### config.mk
export PLATFORM = sky130hd
export DESIGN_NAME = gea_ram
export DESIGN_NICKNAME = d
export VERILOG_FILES = /design/src/rtl/gea_ram.sv
export SDC_FILE = /design/constraint.sdc
export NUM_CORES = 1
export LEC_CHECK = 0
export BUFFER_PORTS_ARGS = -buffer_cell sky130_fd_sc_hd__buf_2
export CORE_MARGIN = 5
export CORE_UTILIZATION = 55
export DETAILED_ROUTE_END_ITERATION = 8
export MAX_ROUTING_LAYER = met4
export PLACE_DENSITY = 0.75
export SLEW_MARGIN = 20
export SYNTH_ARGS = -nofsm -noshare
export SYNTH_HDL_FRONTEND = slang
export SYNTH_SLANG_ARGS = --single-unit
### constraint.sdc
create_clock -name clk -period 2.4 [get_ports clk]
set_input_delay 0.12 -clock clk [delete_from_list [all_inputs] [get_ports clk]]
set_output_delay 0.12 -clock clk [all_outputs]
set_load 0.01 [all_outputs]
### src/rtl/gea_ram.sv
// ----------------------------------------------------------------------------
// gea_ram
// simple dual-port ram, one write and one registered read per cycle
// ----------------------------------------------------------------------------
module gea_ram #(
  parameter int WIDTH = 8,
  parameter int DEPTH = 16
) (
  input  logic                     clk,
  input  logic                     we,
  input  logic [$clog2(DEPTH)-1:0] waddr,
  input  logic [WIDTH-1:0]         wdata,
  input  logic [$clog2(DEPTH)-1:0] raddr,
  output logic [WIDTH-1:0]         rdata
);

  logic [WIDTH-1:0] mem [DEPTH];
  logic [WIDTH-1:0] rdata_r;

  always_ff @(posedge clk) begin
    if (we) begin
      mem[waddr] <= wdata;
    end
    rdata_r <= mem[raddr];
  end

  assign rdata = rdata_r;

endmodule

Word-level counts from Yosys, hierarchy flattened
Memories as Yosys holds them, arrays and structs flattened. A register that Yosys moved wholly into a read port is not among the register bits.
Index checks and enable logic that the tools add are counted.
{ "classes": {"mux": 2} }
{ "ops": {"columns": ["cell", "n"], "rows": [
  ["$mux W1", 2]
]} }
{ "totals": {"regBits": 0, "ramBits": 128, "wordCells": 3, "mem_count": 1} }
{ "mem_list": {"columns": ["memory", "depth", "width", "rd", "rd_ports_with_merged_regs", "write_ports", "line_no", "text"], "rows": [
  ["mem", 16, 8, 1, 1, 1, "17", "logic [WIDTH-1:0] mem [DEPTH];"]
]} }

Logic depth before layout (Yosys ltp)
{ "logic_depth": {"ltp_word": 2, "depth_mapped": 5} }

Worst setup path after synthesis
No wires, ideal clock.
{ "synth_path": {"kind": "input to register", "start": "in waddr[2]", "end": "mem mem[0][0] (enable)", "setup_ps": 383, "arrival_ps": 1230, "slack_ps": 787, "cell_stages": 2, "path_buffers": 0, "path_cell_list": "or3b_2 -> nor3_1"} }
{ "synth_lines": {"columns": ["element", "line_no", "text"], "rows": [
  ["start: declaration", "11", "input logic [$clog2(DEPTH)-1:0] waddr,"],
  ["end: declaration", "17", null]
]} }
Straight into the memory's write port.

==> flow_summary.yaml <==
floorplan:
  fp.dieH_um: 107
  fp.dieW_um: 107
  placeableCoreArea_um2: 9200
  row_count: 35
  die_area_um2: 11400
  initial_utilization_pct: 56.0
  io-pin-count: 26
logic_synthesis:
  post-synth-top-count-cell: "sky130_fd_sc_hd__edfxtp_1"
  asyncSetResetFlopFracSynth_pct: 0
  postSynthRegisterBits: 136
  postSynthCellCount: 229
  synth_top_flop_cell: "sky130_fd_sc_hd__edfxtp_1"
  synth_largest_area_cell: "sky130_fd_sc_hd__edfxtp_1"
  postSynthNetCount: 247
  post_synth_instance_area_um2: 5150
  synth.top_cells.by_count: "sky130_fd_sc_hd__edfxtp_1, sky130_fd_sc_hd__mux4_2, sky130_fd_sc_hd__a22oi_1"
  synth_edf_count: 128
  synth_cell_types: 19
  seq_area_frac_synth_pct: 77.8
  ys.warnings.count: 0
  per_instance_average_area_after_synthesis_um2: 22.5
  synth_top_cell_area_share_pct: 74.7
  synth.top_cells.by_area: "sky130_fd_sc_hd__edfxtp_1, sky130_fd_sc_hd__mux4_2, sky130_fd_sc_hd__mux4_1, sky130_fd_sc_hd__dfxtp_1, sky130_fd_sc_hd__a22oi_1"
critical_path:
  r2r_end: "rdata[4]$_DFF_P_"
  timing.critical_path.arrival_ns: 1.73
  crit_fanout: 1
  worst_setup_path_start_kind: "flop"
  crit_path_end_kind: "flop"
  worst_r2r_path_depth: 3
  ff2ff_setup_slack_ns: 1.05
  critical_path.reg2reg.startpoint: "mem[3][4]$_DFFE_PP_"
  worst_path_required_time_ns: 2.78
  timing.setup.critical_path_class: "flop to flop"
sta:
  timing.hold.ws_ns: 0.151
  rsz0062_at_grt: "no"
  finalCriticalPeriod_ns: 1.35
  skew_ns: 0.00418
  clock.fmax_mhz: 742
  slew_violations: 0
  fin_setup_tns_ns: 0
  max_slew.worst_pin.slew_ns: 0.767
  timing.final.crit_share_pct: 56.1
  hold_viol_final: 0
  finalSetupViolCount: 0
  timing.slew.headroom_pct: 48.7
cells_and_area:
  stdcell_area_um2: 6130
  final_nets: 305
  syn_to_final_growth_pct: 19.1
  fill_cells: 597
  layout-drive-gt1-share_pct: 30.7
  antennaDiodeCount: 0
clock_tree:
  cts-root-to-sink-buffers: 2
  insertion_delay_ns: 0.51
  cts_resized: 0
  root_buffer: "sky130_fd_sc_hd__clkbuf_8"
  worst_setup_hold_path_clk_slew_ns: 0.06
  numClockSinks: 136
  cts_tree: "built"
  htree_levels: 4
  post_cts.repair.setup_buffers: 0
  hold_buffers: 8
  tritoncts.num_buffers: 17
global_routing:
  grt_first_pass_wirelength_mm: 14.4
  grt-ovfl-total: 0
  grt_antenna_before_repair: 0
  grt_start_max_net_pins: 33
  grt_use_total_pct: 18.6
  first_global_vias: 2526
route:
  post_drt_wl_per_cell_um: 22.7
  drt_first_iter_violations: 146
  via_count: 2415
  postRouteAntennaNets: 0
  final_wirelength_mm: 9.34
  via_per_inst: 5.88
  drt_drc_violations_left: 0
  firstDrtPassIters: 4
min_path:
  worst_hold_path.num_cells: 4
  hold_start: "raddr[1]"
  hold_path.class: "input port to flop"
  min_delay_worst_endpoint: "rdata[0]$_DFF_P_"
placement:
  gpl.final_weighted_congestion: 0.783
  dp_hpwl_mm: 5.86
  placed_cell_area_um2: 5460
  io_buffers: 25
pwr:
  reported_leakage_power_nw: 2.09
  p_per_area_nw_per_um2: 890
  fin_total_pwr_mw: 5.45
  irDropWorstVdd_v: 0.000549
outcome:
  outcome: "finished, final reports clean"
flow_run:
  cap_violations: 0
-- cells in the final DEF (no fill, tap or decap) --
cell and count:
sky130_fd_sc_hd__inv_6 2, sky130_fd_sc_hd__nand3_1 1, sky130_fd_sc_hd__or3b_2 1, sky130_fd_sc_hd__clkbuf_16 16, sky130_fd_sc_hd__and2_1 1, sky130_fd_sc_hd__nand2b_1 2
sky130_fd_sc_hd__bufinv_16 3, sky130_fd_sc_hd__and2b_1 1, sky130_fd_sc_hd__dlygate4sd3_1 8, sky130_fd_sc_hd__buf_4 15, sky130_fd_sc_hd__buf_12 1, sky130_fd_sc_hd__nor3_1 4
sky130_fd_sc_hd__mux4_2 18, sky130_fd_sc_hd__nor2_1 13, sky130_fd_sc_hd__edfxtp_1 128, sky130_fd_sc_hd__mux4_1 14, sky130_fd_sc_hd__nand3b_1 2, sky130_fd_sc_hd__buf_2 25
sky130_fd_sc_hd__clkinv_4 1, sky130_fd_sc_hd__a22oi_1 16, sky130_fd_sc_hd__nand2_1 9, sky130_fd_sc_hd__clkbuf_8 1, sky130_fd_sc_hd__clkinv_2 3, sky130_fd_sc_hd__clkinvlp_4 6
sky130_fd_sc_hd__nor2b_1 1, sky130_fd_sc_hd__dfxtp_1 8
-- area by class of cell --
| type | count | area, µm² | area share, % |
|---|---|---|---|
| sequential | 136 | 4000 | 65.3 |
| clock inverter | 15 | 176 | 2.88 |
| timing repair buffer | 49 | 338 | 5.51 |
| tap | 111 | 139 | 2.27 |
| clock buffer | 17 | 414 | 6.76 |
| multi-input combinational | 83 | 1060 | 17.3 |
-- stage by stage --
step	setup slack (ns)	util, %	instances
final	1.05	66.6	411
after global routing	0.980	66.6	411
after CTS	1.05	66.6	411
after detailed placement	0.646	59.3	371
after global placement	0.710	59.3	371
after floorplan	0.787	-	229
-- state kept, by name, summed over array words and instances (netlist names) --
signal and flops:
mem 128, rdata 8
-- critical path, cell delays in order (launching register included) --
cell and delay, ns:
sky130_fd_sc_hd__edfxtp_1 0.36, sky130_fd_sc_hd__mux4_2 0.47, sky130_fd_sc_hd__a22oi_1 0.26, sky130_fd_sc_hd__nand2_1 0.13
-- kinds of logic after synthesis --
group / Yosys count / synth area share [%]
flip-flops: 136 / 77.8
AND/OR/NAND/NOR: 35 / 3.18
multiplexers: 32 / 15.0
AO/OA/AOI/OAI: 16 / 2.33
buffers and inverters: 10 / 1.68
-- metal layers --
layer	up-vias	track usage, %	share of wire, %
li1	1089	-	-
met1	1243	24.1	42
met2	79	28.4	50
met3	4	5.36	6.6
met4	0	7.49	0.62
met5	-	-	0
-- power breakdown --
group	switching (mW)	internal [mW]	total [mW]
combinational	0.142	0.112	0.254
sequential	0.0155	2.66	2.67
clock	0.949	1.58	2.53
-- worst max-delay path by stage --
stage | to | slack (ns) | from
finish | rdata[4]$_DFF_P_ | 1.05 | mem[3][4]$_DFFE_PP_
floorplan | mem[0][0]$_DFFE_PP_ | 0.79 | waddr[2]
CTS | rdata[4]$_DFF_P_ | 1.05 | mem[3][4]$_DFFE_PP_
detailed placement | mem[2][3]$_DFFE_PP_ | 0.65 | waddr[2]
global placement | mem[2][1]$_DFFE_PP_ | 0.71 | waddr[2]
global route | rdata[4]$_DFF_P_ | 0.98 | mem[1][4]$_DFFE_PP_
Note: power is estimated with default switching activity, not from simulation.
